==> src/sv/pal_pkg.sv <==
// pal_pkg: shared types and constants for the positional array list.
// Holds the payload structs, the operation codes, the controller states and
// the command/status structs between pal_ctrl and pal_dp. No dependencies.
package pal_pkg;

    localparam int P_DEPTH      = 256;
    localparam int P_ITEM_WIDTH = 64;
    localparam int POS_W        = 9;
    localparam int VAL_W        = 64;
    localparam int CNT_W        = 9;

    typedef enum logic [0:0] {
        OP_INSERT = 1'b0,
        OP_REMOVE = 1'b1
    } t_op;

    typedef struct packed {
        t_op              op;
        logic [POS_W-1:0] position;
        logic [VAL_W-1:0] item_value;
    } t_item;

    typedef struct packed {
        logic             accepted;
        logic [VAL_W-1:0] removed_value;
        logic [CNT_W-1:0] entry_count;
    } t_result;

    typedef enum logic [2:0] {
        ST_IDLE,
        ST_EVAL,
        ST_TAKE,
        ST_GRAB,
        ST_SHIFT,
        ST_DRAIN,
        ST_PUT,
        ST_FINISH
    } t_state;

    // controller -> datapath
    typedef struct packed {
        logic load;     // capture the request
        logic init_cur; // set the shift cursor
        logic rd_take;  // read the entry at the position
        logic grab;     // keep the read data as the removed entry
        logic shift;    // read one entry and move the cursor
        logic put;      // write the new entry at the position
        logic finish;   // update count, register the result
    } t_dp_cmd;

    // datapath -> controller
    typedef struct packed {
        logic ok;        // request is legal against the current count
        logic is_remove;
        logic cur_end;   // cursor has reached its stop point
    } t_dp_stat;

endpackage

==> src/sv/pal_ctrl.sv <==
// pal_ctrl: sequencer for the positional array list.
// Steps through evaluate, take, grab, shift, drain, write and finish; uses pal_pkg.
module pal_ctrl (
    input  logic               i_clk,
    input  logic               i_rst_n,
    input  logic               i_start,
    input  pal_pkg::t_dp_stat  i_stat,
    output pal_pkg::t_dp_cmd   o_cmd,
    output logic               o_busy
);
    import pal_pkg::*;

    t_state r_state;
    t_state n_state;

    always_ff @(posedge i_clk) begin
        if (!i_rst_n) begin
            r_state <= ST_IDLE;
        end else begin
            r_state <= n_state;
        end
    end

    always_comb begin
        n_state = r_state;
        o_cmd   = '0;
        case (r_state)
            ST_IDLE: begin
                if (i_start) begin
                    o_cmd.load = 1'b1;
                    n_state    = ST_EVAL;
                end
            end
            ST_EVAL: begin
                if (!i_stat.ok) begin
                    n_state = ST_FINISH;
                end else if (i_stat.is_remove) begin
                    n_state = ST_TAKE;
                end else begin
                    o_cmd.init_cur = 1'b1;
                    n_state        = ST_SHIFT;
                end
            end
            ST_TAKE: begin
                o_cmd.rd_take = 1'b1;
                n_state       = ST_GRAB;
            end
            ST_GRAB: begin
                o_cmd.grab     = 1'b1;
                o_cmd.init_cur = 1'b1;
                n_state        = ST_SHIFT;
            end
            ST_SHIFT: begin
                if (i_stat.cur_end) begin
                    n_state = ST_DRAIN;
                end else begin
                    o_cmd.shift = 1'b1;
                end
            end
            ST_DRAIN: begin
                // the last shifted entry was written while still in ST_SHIFT; this state is spare
                n_state = i_stat.is_remove ? ST_FINISH : ST_PUT;
            end
            ST_PUT: begin
                o_cmd.put = 1'b1;
                n_state   = ST_FINISH;
            end
            ST_FINISH: begin
                o_cmd.finish = 1'b1;
                n_state      = ST_IDLE;
            end
            default: begin
                n_state = ST_IDLE;
            end
        endcase
    end

    assign o_busy = (r_state != ST_IDLE);

endmodule

==> config.mk <==
export PLATFORM = sky130hd
export DESIGN_NAME = pal_ctrl
export DESIGN_NICKNAME = d
export VERILOG_FILES = /design/src/sv/pal_pkg.sv /design/src/sv/pal_ctrl.sv
export SDC_FILE = /design/constraint.sdc
export NUM_CORES = 1
export LEC_CHECK = 0
export BUFFER_PORTS_ARGS = -buffer_cell sky130_fd_sc_hd__clkbuf_2
export CAP_MARGIN = 20
export CORE_AREA = 2 2 39 41
export DETAILED_ROUTE_END_ITERATION = 8
export DIE_AREA = 0 0 41 43
export PLACE_DENSITY = 0.4
export SLEW_MARGIN = 20
export SYNTH_ARGS = -nofsm -noshare
export SYNTH_HDL_FRONTEND = slang
export SYNTH_SLANG_ARGS = --single-unit
==> constraint.sdc <==
create_clock -name i_clk -period 1.2 [get_ports i_clk]
set_input_delay 0.06 -clock i_clk [delete_from_list [all_inputs] [get_ports i_clk]]
set_output_delay 0.06 -clock i_clk [all_outputs]
set_load 0.02 [all_outputs]
Yosys cells after proc, flatten, opt, wreduce, memory -nomap -nowiden. Index checks and enable logic that the tools add are counted.

Muxes and demuxes: 17. Order comparisons: 0. Bitwise operators: 0. Shifts and indexed selects: 0. Multiply operators: 0. Eq/ne operators: 9. Reduce and logical (&&, ||, !) cells: 3. Add/subtract/negate cells: 0. Divide/modulo/power cells: 0.

Operator list (number): $pmux 3 s8 (1); $eq 3x3->1 const B (4); $mux 3 (4); $mux 1 (11); $eq 3x2->1 const B (2); $ne 2x2->1 const B (2); $eq 3x1->1 const B (1); $logic_not 3->1 (1); $reduce_bool 3->1 (1); $pmux 1 s2 (1); $reduce_and 2->1 (1).

Bits in registers: 3. Memory bits (writable): 0. ROM bits: 0. Latch bits: 0. Output and inout port bits: 8. Word-level logic and storage cells: 30. Input port bits: 6. Memories: 0.

Logic depth before layout (Yosys ltp). Gate-level depths: netlist of the first run.

Word-level depth: 3. Mapped depth: 3. Gate-level depth less buffers: 3.

Worst setup path before layout of the first run. No wires, ideal clock.

Path type: flip-flop to flip-flop. Start: register r_state[2]. End: register r_state[0]. Path slack: -43 ps. Data required time: 1046 ps. Data arrival time: 1090 ps. Cell stages (with the launch flop): 4. Buffers on the path: 0. Library setup time: 154 ps. Clock period less this slack: 1243 ps. Cell sequence: dfxtp_1 inv_1 nor4_2 a2111oi_2.

Cells in the longest elaborated chain, start to end: 3. Elaborated cells between the ends (all ways): 12. Classes of those cells: eq/ne (9); mux (1); reduce/logical (2).

Ends and longest elaborated chain: from (decl) (line pal_ctrl.sv:13) `t_state r_state;`; from (signal assigned) (line pal_ctrl.sv:20) `r_state <= n_state;`; $eq 3x3->1 / $logic_not 3->1 (equally long branches) (line pal_ctrl.sv:27) `case (r_state)`; $ne 2x2->1 (no line); $reduce_and 2->1 (no line).

Several ways; a longest one is shown, not always the timed one. A chain may end at the register's enable or synchronous reset.

==> results.sh, run 1 <==
export IMPL_run_status="complete, but fails checks"
export IMPL_violations="negative setup slack"
export IMPL_cts_buffers=3
export IMPL_cts_sinks=3
export IMPL_vias=289
export IMPL_crit_chain="or3_4 -> nor2_4 -> buf_6"
export IMPL_clk_latency_ps=230
export IMPL_worstPathRequired_ps=1140
export IMPL_fin_total_pwr_uw=639
export IMPL_grt_util_all_layers_pct=9.12
export IMPL_viasPerCell=4.31
export IMPL_syn_nets=33
export IMPL_ys_types=17
export IMPL_yosys_warnings=0
export IMPL_synth_seq_area_share_pct=28.2
export IMPL_num_antenna_cells=0
export IMPL_holdBufCountCts=0
export IMPL_grt_max_degree=8
export IMPL_core_area_um2=1380
export IMPL_dp_hpwl_um=507
export IMPL_htreeDepth=1
export IMPL_startpoint_type="flip-flop"
export IMPL_syn2layout_area_growth_pct=127
export IMPL_hold_class="input port to flip-flop"
export IMPL_synth_seq_cells=3
export IMPL_cts_max_path_buffers=2
export IMPL_setup_viol=4
export IMPL_n_fill_cell=145
export IMPL_drc=0
export IMPL_rows=14
export IMPL_io_buffers=13
export IMPL_maxCapViolCount=0
export IMPL_setup_ws_ps=-63.0
export IMPL_layout_area_seq_um2=71.3
export IMPL_regMostFlops="r_state"
export IMPL_die_h_um=43
export IMPL_crit_fanout=4
export IMPL_synthesis_instances=27
export IMPL_drtIter0Drc=1
export IMPL_timing_final_crit_share_pct=105
export IMPL_placed_area_um2=329
export IMPL_syn_area_um2=213
export IMPL_final_setup_skew_ps=1.23
export IMPL_grt_ovfl_total=0
export IMPL_largest_reg_flops=3
export IMPL_grt_first_pass_wirelength_mm=1.03
export IMPL_firstDrtPassIters=2
export IMPL_holdWs_ps=102
export IMPL_tightest_slew_ps=266
export IMPL_hold_viol_final=0
export IMPL_drive_gt1_share_pct=72.5
export IMPL_cts_tree="yes"
export IMPL_cp_data_arrival_time_ps=1200
export IMPL_io_pins=14
export IMPL_fin_area_um2=483
export IMPL_final_antenna_net_count=0
export IMPL_multi_input_comb_area_um2=178
export IMPL_mostFrequentLayoutCells="7 x buf_6, 6 x buf_4, 5 x clkbuf_2"
export IMPL_slowest_stage="or3_4"
export IMPL_fp_dieW_um=41
export IMPL_routedWlPerCell_um=9.99
export IMPL_avgSynthCellArea_um2=7.88
export IMPL_worstSetupPathType="flip-flop to output port"
export IMPL_p_leak_nw=0.218
export IMPL_powerDensity_nw_per_um2=1320
export IMPL_start_util_pct=15.4
export IMPL_clk_pin_slew_ps=40
export IMPL_reg2regPathDepth=5
export IMPL_die_area_um2=1760
export IMPL_cp_slowest_stage_delay_ps=420
export IMPL_root_buffer="clkbuf_4"
export IMPL_worstSetupEndpointType="output port"
export IMPL_period_needed_ps=1260
export IMPL_clock_fmax_mhz=792
export IMPL_nets=58
export IMPL_routed_wl_um=669
export IMPL_layout_commonest_cell="buf_6"
export IMPL_rsz0062_at_grt="true"
export IMPL_hold_depth=3
export IMPL_drv_slew=0
export IMPL_grt_pass1_vias=275
export IMPL_irDropWorstVdd_v=0.000358
export IMPL_maxSlewHeadroom_pct=82.3
export IMPL_antenna_found_initial=0
export IMPL_top_regs="r_state: 3 flops"
export IMPL_globalplace_congestion=0.665
## timing repair
item / CTS / global route
gates resized for setup: 18 / 22
setup buffers: 3 / 1
pin swaps: 6 / 3
setup endpoints to repair: 8 / 10
## per-stage QoR
| stage | setup slack [ps] | setup TNS, ps | instances | util, % |
|---|---|---|---|---|
| after detailed placement | 50.7 | 0 | 59 | 23.8 |
| final | -63.0 | -86.9 | 67 | 34.9 |
| after global routing | -106 | -303 | 67 | 34.9 |
| after CTS | -113 | -182 | 66 | 30.9 |
| after global placement | 31.0 | 0 | 59 | 23.8 |
| after floorplan | 15.0 | 0 | 27 | - |
## per-layer routing
layer	up-vias	part of all wire (%)	wire length [um]	track usage, %
met5	-	0	0	0
met4	0	2.5	17	6.00
met3	2	7.5	50	4.71
met2	11	51	341	14.4
met1	131	39	260	8.63
li1	145	-	-	-
## Yosys cell counts
library cell,n,area share (%)
a211oi_1,1,3.5
nand2_1,1,1.8
nand2b_1,2,5.9
a2111oi_2,1,7.1
o211ai_1,1,3.5
nor3b_1,1,3.5
o21ai_0,1,2.4
and3_1,2,5.9
nor4_2,1,5.9
a21oi_1,1,2.4
nor2_1,3,5.3
inv_1,5,8.8
o311ai_0,1,4.1
o21a_1,1,3.5
nor2_2,1,2.9
dfxtp_1,3,28
or3_4,1,5.3
## power by group
part / leakage (nW) / switching (mW) / internal (mW)
Combinational: 0.176 / 0.149 / 0.168
Clock: 0.0150 / 0.0525 / 0.125
Sequential: 0.0267 / 0.0232 / 0.121
## area by class of cell
class | count | share of cell area [%]
clock buffer | 4 | 5.44
inverter | 5 | 3.89
multi-input combinational | 19 | 36.8
sequential | 3 | 14.8
tap | 16 | 4.15
timing repair buffer | 20 | 35.0
## final timing paths
check	from	to	slack (ps)
min reg2reg	r_state[0]	r_state[0]	580
max reg2reg	r_state[2]	r_state[0]	60
max	r_state[0]	o_cmd[6]	-60
min	i_rst_n	r_state[1]	100
## worst max-delay path: cells and delay by family (launching register included)
family,cells,cell delay [ps]
buffers and inverters,1,110
flip-flops,1,340
AND/OR/NAND/NOR,2,510
## logic make-up (layout without fill, tap and decap cells)
logic type,after synthesis,in the layout,synth area share [%]
AO/OA/AOI/OAI,7,7,26.5
buffers and inverters,5,29,8.82
AND/OR/NAND/NOR,12,12,36.5
flip-flops,3,3,28.2
No activity file was read; power rests on OpenSTA's default activity.
==> run 2: changes to the inputs <==
Settings changed: CELL_PAD_IN_SITES_DETAIL_PLACEMENT set to 1, CELL_PAD_IN_SITES_GLOBAL_PLACEMENT set to 2, PLACE_DENSITY 0.4 to 0.65.
==> run 2 against run 1 <==
Compared with the run above: the flow still finishes with violations (negative setup slack); clock power about the same; first-iteration DRC count shrank 100%; core utilization down 1.2 points; fmax increased by 1.2%; via count down 1.4%; combinational power shrank 8.5%; sequential share of layout area increased by 0.51 points; wire length is 9.1% higher; clock skew up 0.67 ps; setup slack better by 15 ps; register-to-register slack lost 60 ps; cell area fell by 3.4%; critical endpoint unchanged.
==> results.sh, run 2 (synthesis results as in run 1) <==
export IMPL_root_buffer="clkbuf_4"
export IMPL_crit_fanout=4
export IMPL_io_pins=14
export IMPL_htreeDepth=1
export IMPL_maxSlewHeadroom_pct=83.2
export IMPL_worstPathRequired_ps=1140
export IMPL_run_status="complete, but fails checks"
export IMPL_hold_viol_final=0
export IMPL_num_antenna_cells=0
export IMPL_routedWlPerCell_um=10.9
export IMPL_mostFrequentLayoutCells="8 x buf_4, 7 x clkbuf_2, 5 x inv_1"
export IMPL_cts_tree="yes"
export IMPL_drv_slew=0
export IMPL_fp_dieW_um=41
export IMPL_final_util_pct=33.7
export IMPL_cp_data_arrival_time_ps=1190
export IMPL_largest_reg_flops=3
export IMPL_ff2ff_setup_slack_ps=0
export IMPL_seqPwrFrac_pct=24.5
export IMPL_globalplace_congestion=0.644
export IMPL_start_util_pct=15.4
export IMPL_grt_max_degree=8
export IMPL_use_met3_pct=4.71
export IMPL_n_fill_cell=162
export IMPL_clock_fmax_mhz=801
export IMPL_p_leak_nw=0.212
export IMPL_final_antenna_net_count=0
export IMPL_core_area_um2=1380
export IMPL_die_h_um=43
export IMPL_period_needed_ps=1250
export IMPL_p_sw_share_pct=35.9
export IMPL_p_comb_share_pct=47.0
export IMPL_pwr_share_clk_pct=28.6
export IMPL_drive_gt1_share_pct=68.6
export IMPL_slowest_stage="or3_4"
export IMPL_top_regs="r_state: 3 flops"
export IMPL_cp_num_buf_inv=1
export IMPL_io_buffers=13
export IMPL_grt_pass1_vias=300
export IMPL_hold_class="input port to flip-flop"
export IMPL_crit_chain="or3_4 -> nor2_4 -> buf_6"
export IMPL_startpoint_type="flip-flop"
export IMPL_layout_area_seq_um2=71.3
export IMPL_r2r_end="r_state[0]"
export IMPL_drtIter0Drc=0
export IMPL_routed_wl_um=730
export IMPL_fin_cells=67
export IMPL_maxCapViolCount=0
export IMPL_power_switching_uw=222
export IMPL_rows=14
export IMPL_cts_buffers=3
export IMPL_hp_start="i_rst_n"
export IMPL_worstSetupEndpointType="output port"
export IMPL_cts_max_path_buffers=2
export IMPL_vias=285
export IMPL_grt_util_all_layers_pct=9.72
export IMPL_internal_power_uw=397
export IMPL_die_area_um2=1760
export IMPL_dp_hpwl_um=530
export IMPL_firstDrtPassIters=1
export IMPL_hold_depth=3
export IMPL_placedCellCount=58
export IMPL_clk_latency_ps=230
export IMPL_syn2layout_area_growth_pct=119
export IMPL_final_setup_skew_ps=1.90
export IMPL_nets=58
export IMPL_setup_ws_ps=-48.3
export IMPL_path_delay_family="simple AND/OR/NAND/NOR gates"
export IMPL_cp_slowest_stage_delay_ps=410
export IMPL_grt_met2_usage_pct=15.3
export IMPL_worstSetupPathType="flip-flop to output port"
export IMPL_reg2reg_from="r_state[2]"
export IMPL_grt_ovfl_total=0
export IMPL_layout_commonest_cell="buf_4"
export IMPL_timing_final_crit_share_pct=104
export IMPL_whs_endpoint="r_state[1]"
export IMPL_holdBufCountCts=0
export IMPL_irDropWorstVdd_v=0.000401
export IMPL_viasPerCell=4.25
export IMPL_drc=0
export IMPL_grt_busiest_layer="met2"
export IMPL_rsz0062_at_grt="true"
export IMPL_fin_total_pwr_uw=618
export IMPL_reg2regPathDepth=5
export IMPL_cts_sinks=3
export IMPL_tightest_slew_ps=248
export IMPL_regMostFlops="r_state"
export IMPL_powerDensity_nw_per_um2=1320
export IMPL_multi_input_comb_area_um2=178
export IMPL_grt_first_pass_wirelength_mm=1.15
export IMPL_clk_pin_slew_ps=40
export IMPL_pre_cts_ws_ps=66.8
export IMPL_violations="negative setup slack"
export IMPL_grtUsageMet1_pct=10.5
export IMPL_antenna_found_initial=0
export IMPL_setup_viol=2
## run 2: changes by cell type in the layout (fill, tap and decap cells not counted)
cell	before	now
buf_4	6	8
buf_6	7	2
buf_8	1	2
clkbuf_2	5	7
inv_1	3	5
inv_2	2	0
## run 2: stage by stage
stage	area [um^2]	setup TNS, ps	hold slack, ps
5_1_grt	467	-272	114
3_5_place_dp	322	0	360
6_report	467	-61.7	97.4
4_1_cts	430	-194	99.7
3_3_place_gp	322	0	356
2_1_floorplan	221	0	154
## run 2: worst min-delay path: cells and delay by family
| family | cells | cell delay (ps) |
|---|---|---|
| buffers and inverters | 2 | 180 |
| AOI/OAI and AO/OA | 1 | 50 |
## run 2: worst max-delay path by stage
stage | from | depth (start not counted) | end
after floorplan | r_state[1] | 3 | o_cmd[5]
after global placement | r_state[1] | 4 | o_cmd[5]
after detailed placement | r_state[1] | 4 | o_cmd[5]
after CTS | r_state[2] | 3 | o_cmd[6]
after global routing | r_state[0] | 3 | o_cmd[6]
final | r_state[2] | 3 | o_cmd[6]
## run 2: what timing repair did
action | in CTS | in global routing
buffers inserted | 3 | 2
pin swaps | 5 | 2
endpoints found under the hold margin | 0 | 0
resized for setup | 19 | 11
setup endpoints to repair | 8 | 8
## run 2: layer usage
metal,share of wire [%],vias to the layer above
li1,-,143
met1,40,133
met2,55,9
met3,4.9,0
met4,0,0
met5,0,-
## run 2: final cells by class
class	count	area share (%)
Multi-Input combinational cell	19	38.1
Timing Repair Buffer	20	32.7
Sequential cell	3	15.3
Clock buffer	4	5.63
Tap cell	16	4.29
Inverter	5	4.02
## run 2: power groups by stage
| stage | Combinational, mW | Clock (mW) | Sequential [mW] |
|---|---|---|---|
| after floorplan | 0.123 | 0 | 0.144 |
| after detailed placement | 0.195 | 0 | 0.148 |
| final | 0.290 | 0.177 | 0.151 |
| after global routing | 0.315 | 0.192 | 0.156 |
| after global placement | 0.195 | 0 | 0.147 |
| after CTS | 0.261 | 0.184 | 0.152 |
==> run 3: changes to the inputs <==
Settings changed: ABC_AREA set to 1, CORE_AREA 2 2 39 41 to not set, CORE_MARGIN set to 2, CORE_UTILIZATION set to 17, DIE_AREA 0 0 41 43 to not set, PLACE_DENSITY 0.65 to 0.69.
==> run 3 against run 2 <==
Compared with the run above: the flow now finishes without violations; sequential share of layout area increased by 3.2 points; global-route usage decreased by 0.64 points; synthesized cell count increased by 48%; cell area decreased by 20%; synthesized area increased by 15%.
==> results.sh, run 3 <==
export IMPL_viasPerCell=4.31
export IMPL_fin_total_pwr_uw=591
export IMPL_maxSlewHeadroom_pct=91.8
export IMPL_die_area_um2=1760
export IMPL_irDropWorstVdd_v=0.000536
export IMPL_avgSynthCellArea_um2=6.13
export IMPL_p_sw_share_pct=42.3
export IMPL_htreeDepth=1
export IMPL_final_antenna_net_count=0
export IMPL_synth_ff_type="dfxtp_1"
export IMPL_use_met3_pct=4.74
export IMPL_grt_pass1_vias=305
export IMPL_fp_dieW_um=42.0
export IMPL_n_fill_cell=175
export IMPL_syn_nets=46
export IMPL_syn2layout_area_growth_pct=51.5
export IMPL_grt_met2_usage_pct=15.9
export IMPL_grt_ovfl_total=0
export IMPL_dp_hpwl_um=596
export IMPL_power_switching_uw=250
export IMPL_pre_cts_ws_ps=177
export IMPL_regMostFlops="r_state"
export IMPL_drive_gt1_share_pct=54.4
export IMPL_grt_first_pass_wirelength_mm=1.19
export IMPL_synth_most_common_cell="nand2_1"
export IMPL_root_buffer="clkbuf_4"
export IMPL_num_antenna_cells=0
export IMPL_ys_types=13
export IMPL_syn_area_um2=245
export IMPL_firstDrtPassIters=4
export IMPL_synth_compound_area_share_pct=9.18
export IMPL_grt_util_all_layers_pct=9.07
export IMPL_clock_fmax_mhz=866
export IMPL_synth_top_area_share_pct=24.5
export IMPL_hold_class="input port to flip-flop"
export IMPL_cts_max_path_buffers=2
export IMPL_yosys_warnings=0
export IMPL_vias=310
export IMPL_powerDensity_nw_per_um2=1590
export IMPL_synth_top_area_cell="dfxtp_1"
export IMPL_routedWlPerCell_um=9.63
export IMPL_synth_top_family_by_area="simple AND/OR/NAND/NOR gates"
export IMPL_routed_wl_um=693
export IMPL_drtIter0Drc=1
export IMPL_p_leak_nw=0.211
export IMPL_synthAdderAreaFrac_pct=0
export IMPL_pwr_share_clk_pct=29.7
export IMPL_setup_ws_ps=45.2
export IMPL_antenna_found_initial=0
export IMPL_largest_reg_flops=3
export IMPL_cp_data_arrival_time_ps=1090
export IMPL_crit_chain="inv_2 -> nor2_2 -> a31o_1 -> clkbuf_2"
export IMPL_worstSetupPathType="flip-flop to output port"
export IMPL_period_needed_ps=1150
export IMPL_slowest_stage="dfxtp_2"
export IMPL_synthesis_instances=40
export IMPL_hold_viol_final=0
export IMPL_path_depth=4
export IMPL_timing_final_crit_share_pct=96.2
export IMPL_startpoint_type="flip-flop"
export IMPL_core_area_um2=1320
export IMPL_worstPathRequired_ps=1140
export IMPL_cp_num_buf_inv=2
export IMPL_final_util_pct=28.2
export IMPL_hold_depth=3
export IMPL_start_util_pct=18.6
export IMPL_synthMuxAreaShare_pct=0
export IMPL_globalplace_congestion=0.664
export IMPL_synth_simple_area_share_pct=57.1
export IMPL_grtUsageMet1_pct=8.79
export IMPL_maxCapViolCount=0
export IMPL_synth_seq_area_share_pct=24.5
export IMPL_cts_setup_buffers=0
export IMPL_synth_edf_count=0
export IMPL_worstSetupEndpointType="output port"
export IMPL_synthTopCellsByArea="dfxtp_1 24%, nand2_1 15%, nor2_2 13%, nor2_1 11%, nand3_2 8.2%"
export IMPL_grt_max_degree=8
export IMPL_nets=64
export IMPL_cts_buffers=3
export IMPL_synth_common_cells="10 x nand2_1, 7 x nor2_1, 5 x nor2_2, 4 x inv_1, 3 x dfxtp_1"
export IMPL_internal_power_uw=341
export IMPL_clk_pin_slew_ps=40
export IMPL_p_comb_share_pct=41.2
export IMPL_crit_fanout=6
export IMPL_final_setup_skew_ps=1.37
export IMPL_drv_slew=0
export IMPL_setup_viol=0
export IMPL_drc=0
export IMPL_cts_sinks=3
export IMPL_async_reset_ff_share_pct=0
export IMPL_die_h_um=42.0
export IMPL_synth_seq_cells=3
export IMPL_path_delay_family="flip-flops"
export IMPL_cts_tree="yes"
export IMPL_io_pins=14
export IMPL_rows=13
export IMPL_layout_commonest_cell="clkbuf_2"
export IMPL_seqPwrFrac_pct=29.2
export IMPL_grt_busiest_layer="met2"
export IMPL_top_regs="r_state: 3 flops"
export IMPL_rsz0062_at_grt="true"
export IMPL_mostFrequentLayoutCells="12 x clkbuf_2, 10 x nand2_1, 7 x nor2_1, 4 x inv_1, 4 x nor2_2"
export IMPL_synthXorXnorAreaFrac_pct=0
export IMPL_clk_latency_ps=230
export IMPL_run_status="complete, no violations"
export IMPL_cp_slowest_stage_delay_ps=360
export IMPL_io_buffers=13
export IMPL_tightest_slew_ps=123
export IMPL_reg2regPathDepth=4
==> run 3: area by class of cell <==
class | instances | area (um^2) | share of cell area [%]
inverters | 6 | 22.5 | 6.06
repair buffers | 13 | 67.6 | 18.2
clock buffers | 4 | 26.3 | 7.07
flip-flops and latches | 3 | 68.8 | 18.5
well taps | 15 | 18.8 | 5.05
multi-input cells | 31 | 168 | 45.1
==> run 3: layer usage <==
| layer | wire [um] | part of all wire, % |
|---|---|---|
| met3 | 58 | 8.4 |
| met5 | 0 | 0 |
| met4 | 0 | 0 |
| met1 | 270 | 39 |
| met2 | 365 | 53 |
==> run 3: power groups by stage <==
stage                     Sequential [mW]  Combinational [mW]  Clock (mW)
after floorplan                     0.153               0.175           0
after detailed placement            0.163               0.244           0
after global routing                0.176               0.274       0.192
after CTS                           0.167               0.246       0.180
after global placement              0.163               0.239           0
final                               0.172               0.243       0.175
==> run 3: cells by family after synthesis <==
logic type / count (synthesis)
compound gates: 3
simple gates: 28
buf+inv: 6
flops: 3
==> run 3: tightest hold or removal path, cell delays in order <==
cell      delay [ps]
clkbuf_2         100
nand3_2           60
nor2_1            40
==> run 3: path summary, 6_finish.rpt <==
check             slack [ps]          to  startpoint
setup / recovery          50    o_cmd[5]  r_state[0]
setup reg to reg         370  r_state[2]  r_state[0]
hold reg to reg          600  r_state[1]  r_state[1]
hold / removal            60  r_state[0]     i_rst_n
==> run 3: stage by stage <==
stage	cell area (um^2)	hold slack (ps)	TNS, ps	std cells
6_report	372	64.7	0	72
5_1_grt	372	71.6	-7.19	72
4_1_cts	359	65.0	0	72
3_5_place_dp	329	316	0	68
3_3_place_gp	329	308	0	68
2_1_floorplan	245	187	0	40
==> run 3: what timing repair did <==
item / CTS / global route
hold buffers: 0 / 0
setup endpoints to repair: 5 / 5
pin swaps: 0 / 0
hold endpoints to repair: 0 / 0
resized for setup: 3 / 5
